$ cat src/rtl/core/bounded_min_max_stack_defines.svh
// ----------------------------------------------------------------------------
// bounded_min_max_stack_defines: assertion macros
// Shared property wrappers, clocked on clk, disabled while rst_n is low.
// ----------------------------------------------------------------------------
`ifndef BOUNDED_MIN_MAX_STACK_DEFINES_SVH
`define BOUNDED_MIN_MAX_STACK_DEFINES_SVH

// same-cycle implication
`define BMMS_ASSERT_NOW(label, ante, cons, msg) \
  label: assert property (@(posedge clk) disable iff (!rst_n) (ante) |-> (cons)) \
    else $error(msg);

// next-cycle implication
`define BMMS_ASSERT_NEXT(label, ante, cons, msg) \
  label: assert property (@(posedge clk) disable iff (!rst_n) (ante) |=> (cons)) \
    else $error(msg);

`endif

$ cat src/rtl/core/bmms_pkg.sv
// ----------------------------------------------------------------------------
// bmms_pkg
// Constants, codes and types shared by the min/max stack files.
// ----------------------------------------------------------------------------
`timescale 1ns / 1ps
`default_nettype none

package bmms_pkg;

  localparam int DEPTH  = 64;
  localparam int AW     = (DEPTH > 1) ? $clog2(DEPTH) : 1;
  localparam int CW     = $clog2(DEPTH + 1);
  localparam int CAP_W  = 7;
  localparam int CNT_W  = 7;
  localparam int XW     = (CW > CAP_W) ? CW : CAP_W;
  localparam int DATA_W = 32;

  localparam logic [CAP_W-1:0] CAP_RESET = CAP_W'(5);

  // configuration port
  localparam int CFG_AW = 3;
  localparam int CFG_DW = 32;
  localparam logic REG_CAPACITY = 1'b0;   // word index of capacity

  // action codes
  localparam logic [1:0] ACT_QUERY = 2'd0;
  localparam logic [1:0] ACT_PUSH  = 2'd1;
  localparam logic [1:0] ACT_POP   = 2'd2;

  // status codes
  localparam logic [1:0] ST_OK    = 2'd0;
  localparam logic [1:0] ST_FULL  = 2'd1;
  localparam logic [1:0] ST_EMPTY = 2'd2;

  localparam logic signed [DATA_W-1:0] INT_MAX = 32'sh7FFF_FFFF;
  localparam logic signed [DATA_W-1:0] INT_MIN = 32'sh8000_0000;

  // one stack level: value plus running min/max of everything at or below it
  typedef struct packed {
    logic signed [DATA_W-1:0] val;
    logic signed [DATA_W-1:0] lmin;
    logic signed [DATA_W-1:0] lmax;
  } level_t;

endpackage

`default_nettype wire

$ cat src/rtl/core/bmms_cfg.sv
// ----------------------------------------------------------------------------
// bmms_cfg
// APB register slave holding the capacity register.
// ----------------------------------------------------------------------------
`timescale 1ns / 1ps
`default_nettype none

module bmms_cfg (
  input  wire logic                          clk,
  input  wire logic                          rst_n,
  input  wire logic                          psel,
  input  wire logic                          penable,
  input  wire logic                          pwrite,
  input  wire logic [bmms_pkg::CFG_AW-1:0]   paddr,
  input  wire logic [bmms_pkg::CFG_DW-1:0]   pwdata,
  output logic      [bmms_pkg::CFG_DW-1:0]   prdata,
  output logic                               pready,
  output logic      [bmms_pkg::CAP_W-1:0]    capacity
);

  logic [bmms_pkg::CAP_W-1:0] cap_r;
  logic [bmms_pkg::CAP_W-1:0] cap_nxt;
  logic                       sel_cap;

  assign pready  = 1'b1;
  assign sel_cap = (paddr[2] == bmms_pkg::REG_CAPACITY);

  always_comb begin
    cap_nxt = cap_r;
    if (psel && penable && pwrite && sel_cap) begin
      cap_nxt = pwdata[bmms_pkg::CAP_W-1:0];
    end
  end

  always_ff @(posedge clk) begin
    if (!rst_n) begin
      cap_r <= bmms_pkg::CAP_RESET;
    end else begin
      cap_r <= cap_nxt;
    end
  end

  always_comb begin
    prdata = '0;
    if (sel_cap) begin
      prdata = {{(bmms_pkg::CFG_DW - bmms_pkg::CAP_W){1'b0}}, cap_r};
    end
  end

  assign capacity = cap_r;

endmodule

`default_nettype wire

$ cat config.mk
export PLATFORM = sky130hd
export DESIGN_NAME = bmms_cfg
export DESIGN_NICKNAME = d
export VERILOG_FILES = /design/src/rtl/core/bounded_min_max_stack_defines.svh /design/src/rtl/core/bmms_pkg.sv /design/src/rtl/core/bmms_cfg.sv
export SDC_FILE = /design/constraint.sdc
export NUM_CORES = 1
export LEC_CHECK = 0
export BUFFER_PORTS_ARGS = -buffer_cell sky130_fd_sc_hd__buf_2
export CAP_MARGIN = 0
export CORE_MARGIN = 4
export CORE_UTILIZATION = 29
export DETAILED_ROUTE_END_ITERATION = 8
export PLACE_DENSITY_LB_ADDON = 0.1
export SKIP_LAST_GASP = 1
export SLEW_MARGIN = 10
export SYNTH_ARGS = -nofsm -noshare
export SYNTH_HDL_FRONTEND = slang
export SYNTH_SLANG_ARGS = --single-unit
$ cat constraint.sdc
create_clock -name clk -period 1 [get_ports clk]
set_clock_uncertainty 0.05 [all_clocks]
set_input_delay 0.2 -clock clk [delete_from_list [all_inputs] [get_ports clk]]
set_output_delay 0.2 -clock clk [all_outputs]
set_load 0.005 [all_outputs]
=== Word-level counts from Yosys, hierarchy flattened ===
Cells that the tools add are included.

* Input port bits: 40
* Logic and storage cells: 6
* Bits in registers: 7
* Output and inout bits: 40

* Mux-type cells: 1
* Reductions and logical operators: 3
* Bitwise gates (word level): 1

{| class="wikitable"
|+ Operators with widths
! cell !! count
|-
| 7-bit two-way mux || 1
|-
| 1-bit logical AND || 3
|-
| 1-bit inverter || 1
|}

=== Depth between registers and ports, before layout ===
Gate-level depths: netlist of the first run.

* Depth in word-level cells: 3
* Depth in mapped cells: 3
* Mapped depth without buffers: 2

=== Worst setup path before layout of the first run ===
Ideal clock, no wire load.

* Path type: input to register
* Start point: in paddr[2] (netlist bit)
* End point: reg cap_r (netlist bit capacity[0])
* Buffers on the path: 1
* Setup time: 0.072 ns
* Required time: 0.878 ns
* Setup slack: 0.150 ns
* Arrival time: 0.728 ns
* Stages: 3
* Cell sequence: and4b_1 -> buf_6 -> mux2i_1

* Longest elaborated chain between the ends: 2

{| class="wikitable"
|+ RTL lines
! what !! line !! RTL
|-
| start: declaration || bmms_cfg.sv:14 || <nowiki>input wire logic [bmms_pkg::CFG_AW-1:0] paddr,</nowiki>
|-
| 1-bit inverter || bmms_cfg.sv:26 || <nowiki>assign sel_cap = (paddr[2] == bmms_pkg::REG_CAPACITY);</nowiki>
|-
| 1-bit logical AND || bmms_cfg.sv:30 || <nowiki>if (psel && penable && pwrite && sel_cap) begin</nowiki>
|-
| end signal: assignment || bmms_cfg.sv:37 || <nowiki>cap_r <= bmms_pkg::CAP_RESET;</nowiki>
|-
| end signal: assignment || bmms_cfg.sv:39 || <nowiki>cap_r <= cap_nxt;</nowiki>
|-
| end: declaration || bmms_cfg.sv:21 || <nowiki>logic [bmms_pkg::CAP_W-1:0] cap_r;</nowiki>
|}

No other way between the ends.
A chain may end at the register's enable or synchronous reset.

=== Final worst setup path of the first run ===
* Start point: reg cap_r (netlist bit capacity[6])
* End point: out prdata[6] (netlist bit)

* Longest elaborated chain between the ends: 1

{| class="wikitable"
|+ RTL lines
! what !! line !! RTL
|-
| 7-bit two-way mux || bmms_cfg.sv:45 || <nowiki>if (sel_cap) begin</nowiki>
|-
| end: declaration || bmms_cfg.sv:16 || <nowiki>output logic [bmms_pkg::CFG_DW-1:0] prdata,</nowiki>
|}

No other way between the ends.

==> results_dict.tcl, run 1 <==
set metrics [dict create \
    synth_seq_area_share 0.2494 \
    holdWs_ns 0.1326 \
    tns_ns -1.005 \
    overflow 0 \
    setup_viol 13 \
    largest_register_ffs 7 \
    routabilityCongestion 0.5676 \
    dr_wl_met3_um 164 \
    wl_met2_um 568 \
    io_pins 80 \
    path_max_fanout 2 \
    ctsHtreeMaxLevel 1 \
    antenna_found_initial 0 \
    vias 468 \
    synth-compound-area-share 0 \
    synthMuxAreaShare 0.1247 \
    yosys_warnings 0 \
    clock_path_buffers 2 \
    syn_area_per_cell_sq_um 8.512 \
    cap_violations 0 \
    leakagePower_nw 0.4344 \
    synth_area_sq_um 561.8 \
    via_per_inst 3.628 \
    drc 0 \
    grt_util_all_layers 0.08890 \
    final_cells 129 \
    clock_latency_ns 0.25 \
    cts_inserted_buffers 3 \
    slew_viol_final 0 \
    top_layer_used "met4" \
    clock.fmax_mhz 890.5 \
    cts_root_buf "clkbuf_4" \
    die_x_um 52.02 \
    yosys.area_share.simple 0.2383 \
    yosysUniqueCellTypes 10 \
    violations "negative setup slack" \
    layout.nets 145 \
    synth-xor-area-share 0 \
    hold_buffers 0 \
    rsz0062_at_grt "true" \
    core_sq_um 1783 \
    clkSlewWorstSetupHoldPaths_ns 0.06 \
    p_total_w 0.0006966 \
    p_int_w 0.0005139 \
    first_iter_violations 3 \
    netlist.area_leader.share 0.3474 \
    synth.area.top_cells "buf_4, dfxtp_1, mux2i_1, and2b_2, nand2_1" \
    power_frac_seq 0.416 \
    power_switching_w 0.0001826 \
    initial_utilization 0.3151 \
    hold_violations 0 \
    first_pass_iters 2 \
    n_antenna_cell 0 \
    post-route-period-util 1.123 \
    synth_cells 66 \
    critPathTopFamily "flip-flops" \
    hpwl_um 891.2 \
    cpMaxStageDelayCell "dfxtp_2" \
    wl_met1_um 445 \
    irDropWorstVdd_uv 523.5 \
    synth-adder-area-share 0 \
    synth_area_leader_cell "buf_4" \
    crit_arrival_ns 0.87 \
    cp.required_ns 0.75 \
    drive_gt1_frac 0.5288 \
    synth_top_family_by_area "buffers and inverters" \
    first_global_vias 377 \
    grt_pass1_wl_um 1731 \
    cts_tree "built" \
    power.density_nw_per_um2 844.8 \
    hold_class "in -> reg" \
    setup_slack_ns -0.1229 \
    ys_seq_elements 7 \
    clkSinkCount 7 \
    die_h_um 52.02 \
    area_growth_pct 46.77 \
    switching_share 0.2622 \
    path_buf_inv 1 \
    worstSetupEndpointType "primary output" \
    power_frac_clock 0.385 \
    finalWirelength_um 1195 \
    grt_max_degree 15 \
    layout_min_cycle_time_ns 1.123 \
    dp_cells 116 \
    crit_chain "and2b_2 > buf_6" \
    worst_setup_path_start_kind "flip-flop" \
    die_area_sq_um 2706 \
    ant_nets 0 \
    max_stage_delay_ns 0.32 \
    critPathKind "reg -> out" \
    power_frac_comb 0.199 \
    num_rows 15 \
    outcome "finished, violations left" \
    fin_util 0.4625 \
    portBuffers 26 \
    wl_per_cell_um 9.264 \
]
==> metal layers <==
metal	GRT usage	vias up
met5	0	-
met4	0.06550	0
met3	0.02006	2
met2	0.1402	34
met1	0.1038	202
li1	-	230
==> worst paths after layout <==
check	to	cells past startpoint	slack, ns	from
worst min-delay path	capacity[6]	3	0.13	pwdata[6]
worst min register to register	capacity[3]	2	0.42	capacity[3]
worst max register to register	capacity[0]	4	0.13	capacity[0]
worst max-delay path	prdata[6]	2	-0.12	capacity[6]
==> worst register-to-register path, cell delays in order (launching register included) <==
cell and delay, ns:
dfxtp_2 0.32, buf_6 0.11, buf_4 0.12, nor2b_1 0.10
mux2i_1 0.07
==> cell families (layout without fill, tap and decap cells) <==
group,after synthesis,in the layout
multiplexers,7,7
AND/OR/NAND/NOR,22,22
flip-flops,7,7
buffers and inverters,28,42
other,2,26
==> placed cells by master, fill, tap and decap left out, drive strengths merged <==
| cell | n |
|---|---|
| mux2i | 7 |
| nor2b | 4 |
| buf | 38 |
| and2b | 7 |
| nand2 | 10 |
| dfxtp | 7 |
| conb | 26 |
| clkbuf | 4 |
| and4b | 1 |
==> through the flow <==
| stage | setup slack [ns] | cell area, sq um |
|---|---|---|
| 2_1_floorplan | 0.1499 | 651.9 |
| 3_3_place_gp | -0.05929 | 638.1 |
| 3_5_place_dp | -0.04705 | 638.1 |
| 4_1_cts | -0.1228 | 718.2 |
| 5_1_grt | -0.1631 | 824.5 |
| 6_report | -0.1229 | 824.5 |
==> power groups by stage <==
stage / registers (W) / clock network, W / logic [W]
finish: 0.000290 / 0.000268 / 0.000139
global route: 0.000290 / 0.000299 / 0.000158
CTS: 0.000289 / 0.000276 / 0.000120
detailed placement: 0.000295 / 0 / 0.000110
global placement: 0.000295 / 0 / 0.000110
floorplan: 0.000296 / 0 / 0.000132
==> repair_timing <==
action,4_1_cts,5_1_grt
pin swaps,0,0
buffers inserted,6,3
setup endpoints to repair,7,13
gates resized for setup,7,15
==> final cells by class <==
class                           count  area (sq um)
Multi-Input combinational cell     55         301.5
Sequential cell                     7         148.9
Timing Repair Buffer               38         316.6
Fill cell                         187         958.4
Tap cell                           25         31.28
Clock buffer                        4         26.28
==> synthesized netlist by cell type <==
master	instances
mux2i_1	7
nor2b_1	4
nand2_1	10
buf_6	1
buf_4	26
conb_1	2
dfxtp_1	7
and4b_1	1
clkbuf_1	1
and2b_2	7
No activity file was read; power rests on OpenSTA's default activity.
==> run 2: changes to the inputs <==
--- a/config.mk
+++ b/config.mk
@@ -11,7 +11,6 @@
 export CORE_UTILIZATION = 29
 export DETAILED_ROUTE_END_ITERATION = 8
 export PLACE_DENSITY_LB_ADDON = 0.1
-export SKIP_LAST_GASP = 1
 export SLEW_MARGIN = 10
 export SYNTH_ARGS = -nofsm -noshare
 export SYNTH_HDL_FRONTEND = slang
==> run 2 against run 1 <==
Against the previous run: the run still ends with negative setup slack left; global-route usage is 0.48 points higher; worst hold slack worse by 0.0023 ns; count of clock-buffer cells in the layout stayed put; non-clock buffer count is 1 higher; fmax is 0.24% lower; combinational power hardly changed; setup slack worse by 0.0027 ns; first-iteration DRC count is 130% higher; register-to-register slack hardly changed; cell count is 0.78% higher; final area is 1.8% higher; critical path type unchanged; critical endpoint unchanged; highest routed layer unchanged.
==> results_dict.tcl, run 2 (synthesis results as in run 1) <==
set metrics [dict create \
    mostFrequentLayoutCells "conb_1, buf_6, buf_2" \
    hpwl_um 891.2 \
    hold_class "in -> reg" \
    r2r_setup_slack_ns 0.13 \
    largest_register_ffs 7 \
    p_total_w 0.0007016 \
    r2r_end "capacity[0]" \
    clock_path_buffers 2 \
    violations "negative setup slack" \
    fin_util 0.4709 \
    r2r_start "capacity[0]" \
    first_global_vias 393 \
    cts_tree "built" \
    setup_slack_ns -0.1256 \
    crit_chain "and2b_2 > buf_6" \
    clock.fmax_mhz 888.4 \
    reg2reg_depth 4 \
    die_area_sq_um 2706 \
    drc 0 \
    clkSlewWorstSetupHoldPaths_ns 0.06 \
    area_growth_pct 49.44 \
    n_antenna_cell 0 \
    dp_slack_ns -0.04705 \
    hold_buffers 0 \
    cap_violations 0 \
    routabilityCongestion 0.5676 \
    power.density_nw_per_um2 835.7 \
    fillers 182 \
    core_sq_um 1783 \
    antenna_found_initial 0 \
    crit_path_end "prdata[6]" \
    setup_viol 13 \
    post-route-period-util 1.126 \
    leakagePower_nw 0.4411 \
    grt_max_degree 15 \
    overflow 0 \
    die_x_um 52.02 \
    cpMaxStageDelayCell "dfxtp_2" \
    layout_min_cycle_time_ns 1.126 \
    cts_inserted_buffers 3 \
    cts_root_buf "clkbuf_4" \
    cp.required_ns 0.75 \
    initial_utilization 0.3151 \
    outcome "finished, violations left" \
    clock_latency_ns 0.25 \
    die_h_um 52.02 \
    first_pass_iters 3 \
    path_depth 2 \
    critPathTopFamily "flip-flops" \
    ctsHtreeMaxLevel 1 \
    io_pins 80 \
    ant_nets 0 \
    grt_util_all_layers 0.09368 \
    worstSetupEndpointType "primary output" \
    worst_setup_path_start_kind "flip-flop" \
    path_max_fanout 2 \
    finalWirelength_um 1204 \
    crit_arrival_ns 0.88 \
    portBuffers 26 \
    grt_pass1_wl_um 1821 \
    via_per_inst 3.669 \
    slew_viol_final 0 \
    layout.nets 146 \
    critPathKind "reg -> out" \
    vias 477 \
    num_rows 15 \
    final_common_cell "conb_1" \
    rsz0062_at_grt "true" \
    drive_gt1_frac 0.5333 \
    wl_per_cell_um 9.262 \
    first_iter_violations 7 \
    irDropWorstVdd_uv 510.8 \
    startpoint "capacity[6]" \
    path_buf_inv 1 \
    clkSinkCount 7 \
    max_stage_delay_ns 0.32 \
    hold_violations 0 \
]
## run 2: changes by cell type in the layout (fill, tap and decap cells not counted)
cell,previous run,this run
buf_6,15,17
buf_4,7,6
## run 2: per-stage QoR
step | setup TNS [ns] | hold WS [ns] | area [sq um] | cells
after floorplan | 0 | 0.2921 | 651.9 | 90
after global placement | -0.3846 | 0.4008 | 638.1 | 116
after detailed placement | -0.3265 | 0.4061 | 638.1 | 116
after CTS | -1.103 | 0.1281 | 770.7 | 126
after global routing | -1.466 | 0.1240 | 839.6 | 130
final | -0.9994 | 0.1304 | 839.6 | 130
## run 2: where the power goes
group	total, W	switching (W)	internal, W	leakage, nW
Clock	0.000270	0.000117	0.000153	0.0150
Combinational	0.000141	0.0000646	0.0000768	0.368
Sequential	0.000290	0.00000367	0.000286	0.0582
Total	0.000702	0.000186	0.000516	0.441
## run 2: layer usage
| layer | GRT usage | share of wire | up-vias |
|---|---|---|---|
| met5 | 0 | 0 | - |
| met4 | 0.06550 | 0.014 | 0 |
| met3 | 0.02006 | 0.14 | 2 |
| met2 | 0.1485 | 0.47 | 34 |
| met1 | 0.1107 | 0.38 | 212 |
| li1 | - | - | 229 |
## run 2: worst min path at each step
stage | cells after the start | slack [ns] | start | endpoint
6_report | 3 | 0.13 | pwdata[6] | capacity[6]
3_3_place_gp | 3 | 0.40 | pwdata[1] | capacity[1]
5_1_grt | 3 | 0.12 | pwdata[6] | capacity[6]
2_1_floorplan | 2 | 0.29 | pwdata[1] | capacity[1]
4_1_cts | 3 | 0.13 | pwdata[6] | capacity[6]
3_5_place_dp | 3 | 0.41 | pwdata[5] | capacity[5]
## run 2: what timing repair did
| action | in CTS | in global routing |
|---|---|---|
| cloned | 0 | 0 |
| resized for setup | 17 | 7 |
| endpoints found under the setup margin | 7 | 13 |
| setup buffers | 6 | 4 |
## run 2: area by class of cell
| class | count | area [sq um] | area share |
|---|---|---|---|
| Timing Repair Buffer | 39 | 331.6 | 0.3949 |
| Multi-Input combinational cell | 55 | 301.5 | 0.3592 |
| Sequential cell | 7 | 148.9 | 0.1773 |
| Tap cell | 25 | 31.28 | 0.03726 |
| Clock buffer | 4 | 26.28 | 0.03130 |
## run 2: worst register-to-register path: cells and delay by family (launching register included)
kind	cells	cell delay, ns
and+or+nand+nor	1	0.10
DFF	1	0.32
buffers and inverters	2	0.23
muxes	1	0.07
==> run 3: changes to the inputs <==
--- a/config.mk
+++ b/config.mk
@@ -5,10 +5,11 @@
 export SDC_FILE = /design/constraint.sdc
 export NUM_CORES = 1
 export LEC_CHECK = 0
+export ABC_AREA = 1
 export BUFFER_PORTS_ARGS = -buffer_cell sky130_fd_sc_hd__buf_2
 export CAP_MARGIN = 0
 export CORE_MARGIN = 4
-export CORE_UTILIZATION = 29
+export CORE_UTILIZATION = 31
 export DETAILED_ROUTE_END_ITERATION = 8
 export PLACE_DENSITY_LB_ADDON = 0.1
 export SLEW_MARGIN = 10
==> run 3 against run 2 <==
Against the previous run: the flow still finishes with violations (negative setup slack); wire length shrank 2.9%; sequential power grew 3%; flip-flop and latch count stayed put; clock power down 6%; setup slack gained 0.076 ns; core utilization down 7.5 points; critical endpoint is now prdata[5].
==> results_dict.tcl, run 3 <==
set metrics [dict create \
    io_pins 80 \
    post-route-period-util 1.050 \
    dp_slack_ns 0.03118 \
    cts_tree "built" \
    synth_cells 89 \
    grtUsageMet3 0.01690 \
    finalWirelength_um 1169 \
    final-seq-area_sq_um 148.9 \
    grt_use_met2 0.1281 \
    initial_utilization 0.3235 \
    fillers 230 \
    num_rows 16 \
    layout_min_cycle_time_ns 1.050 \
    drive_gt1_frac 0.5447 \
    ys_seq_elements 7 \
    clock.fmax_mhz 952.3 \
    syn_area_per_cell_sq_um 7.057 \
    clock_latency_ns 0.25 \
    n_antenna_cell 0 \
    synth.area.top_cells "buf_4, dfxtp_1, nor2_2, inv_1, nand2_1" \
    busiest_layer "met2" \
    cap_violations 0 \
    hold_violations 0 \
    reg2reg_depth 3 \
    yosysUniqueCellTypes 13 \
    yosysMostFrequentCell "buf_4" \
    netlist.area_leader.share 0.3108 \
    clkSinkCount 7 \
    crit_chain "inv_2 > nor2_1 > buf_2" \
    holdWs_ns 0.1233 \
    path_max_fanout 3 \
    hold_buffers 0 \
    setup_viol 7 \
    die_x_um 53.01 \
    worstSetupEndpointType "primary output" \
    hpwl_um 942.8 \
    hold_class "in -> reg" \
    synthFlopType "dfxtp_1" \
    synth_edf_count 0 \
    layout.nets 164 \
    first_pass_iters 2 \
    vias 511 \
    power.density_nw_per_um2 933.7 \
    synth_area_sq_um 628.1 \
    die_h_um 53.01 \
    use_met1 0.1111 \
    cpMaxStageDelayCell "dfxtp_2" \
    drc 0 \
    synth_top_family_by_area "buffers and inverters" \
    largest_register_ffs 7 \
    synth_area_leader_cell "buf_4" \
    max_stage_delay_ns 0.35 \
    worst_setup_path_start_kind "flip-flop" \
    crit_arrival_ns 0.80 \
    grt_pass1_wl_um 1725 \
    ctsHtreeMaxLevel 1 \
    synth_seq_area_share 0.2231 \
    cts_root_buf "clkbuf_4" \
    grt_util_all_layers 0.08363 \
    cts_inserted_buffers 3 \
    yosys.area_share.simple 0.3426 \
    multi_input_area_sq_um 317.8 \
    ant_nets 0 \
    area_growth_pct 22.31 \
    yosys_warnings 0 \
    critPathKind "reg -> out" \
    violations "negative setup slack" \
    first_iter_violations 5 \
    synthMuxAreaShare 0 \
    holdPathStages 3 \
    synth_common_cells "buf_4, inv_1, nand2_1, nor2_2" \
    ys_async_sr_fraction 0 \
    antenna_found_initial 0 \
    synth-xor-area-share 0 \
    setup_slack_ns -0.05011 \
    clkSlewWorstSetupHoldPaths_ns 0.05 \
    overflow 0 \
    clock_path_buffers 2 \
    first_global_vias 433 \
    via_per_inst 3.407 \
    synth-adder-area-share 0 \
    wl_per_cell_um 7.793 \
    core_sq_um 1942 \
    die_area_sq_um 2810 \
    slew_viol_final 0 \
    leakagePower_nw 0.4756 \
    mostFrequentLayoutCells "conb_1, buf_2, nor2_2" \
    irDropWorstVdd_uv 495.2 \
    portBuffers 26 \
    outcome "finished, violations left" \
    rsz0062_at_grt "true" \
    routabilityCongestion 0.6631 \
    grt_max_degree 10 \
    synth-compound-area-share 0 \
    cp.required_ns 0.75 \
]
[run 3: cell count changes in the layout (fill, tap and decap cells not counted), sizes merged]
| cell | change |
|---|---|
| and2b | -7 |
| and4b | -1 |
| buf | -6 |
| inv | +15 |
| mux2i | -7 |
| nand2 | +2 |
| nand3 | +7 |
| nor2 | +19 |
| nor2b | -4 |
[run 3: critical path: cells and delay by family, from the launching register on]
family / cells / cell delay, ns
and+or+nand+nor: 1 / 0.07
buffers and inverters: 2 / 0.14
DFF: 1 / 0.35
[run 3: what timing repair did]
action                                  in CTS  in global routing
pin swaps                                    0                  0
gates resized for setup                      7                  9
buffers inserted                             5                  2
gates cloned                                 0                  0
endpoints found under the setup margin      10                  7
[run 3: cell type report]
type | count | area share
clock buffers | 4 | 0.03420
inverters | 15 | 0.07655
multi-input cells | 64 | 0.4137
flip-flops and latches | 7 | 0.1938
well taps | 27 | 0.04397
repair buffers | 33 | 0.2378
[run 3: metrics by stage]
| stage | TNS (ns) | total power (W) | util | cells | instance area (sq um) |
|---|---|---|---|---|---|
| floorplan | 0 | 0.0004705 | - | 113 | 718.2 |
| global placement | 0 | 0.0004489 | 0.3479 | 139 | 675.6 |
| detailed placement | 0 | 0.0004499 | 0.3479 | 139 | 675.6 |
| CTS | -0.4473 | 0.0007307 | 0.3853 | 148 | 748.2 |
| global route | -0.7350 | 0.0007821 | 0.3956 | 150 | 768.2 |
| finish | -0.2826 | 0.0007173 | 0.3956 | 150 | 768.2 |
[run 3: power by group]
| group | switching [W] | internal (W) |
|---|---|---|
| Combinational | 0.0000963 | 0.0000665 |
| Clock | 0.000103 | 0.000152 |
| Sequential | 0.00000850 | 0.000291 |
[run 3: worst paths after layout]
path,endpoint,slack (ns),startpoint
min reg2reg,capacity[2],0.51,capacity[2]
min,capacity[0],0.12,pwdata[0]
max,prdata[5],-0.05,capacity[5]
max reg2reg,capacity[5],0.25,capacity[5]
[run 3: metal layers]
layer	vias to the layer above	routed length, um
met5	-	0
met4	0	0
met3	0	159
met2	30	499
met1	208	510
li1	273	-
[run 3: logic make-up (layout without fill, tap and decap cells)]
group                  Yosys count  count (layout)
other                            2              26
AND/OR/NAND/NOR                 38              38
buffers and inverters           42              52
flip-flops                       7               7
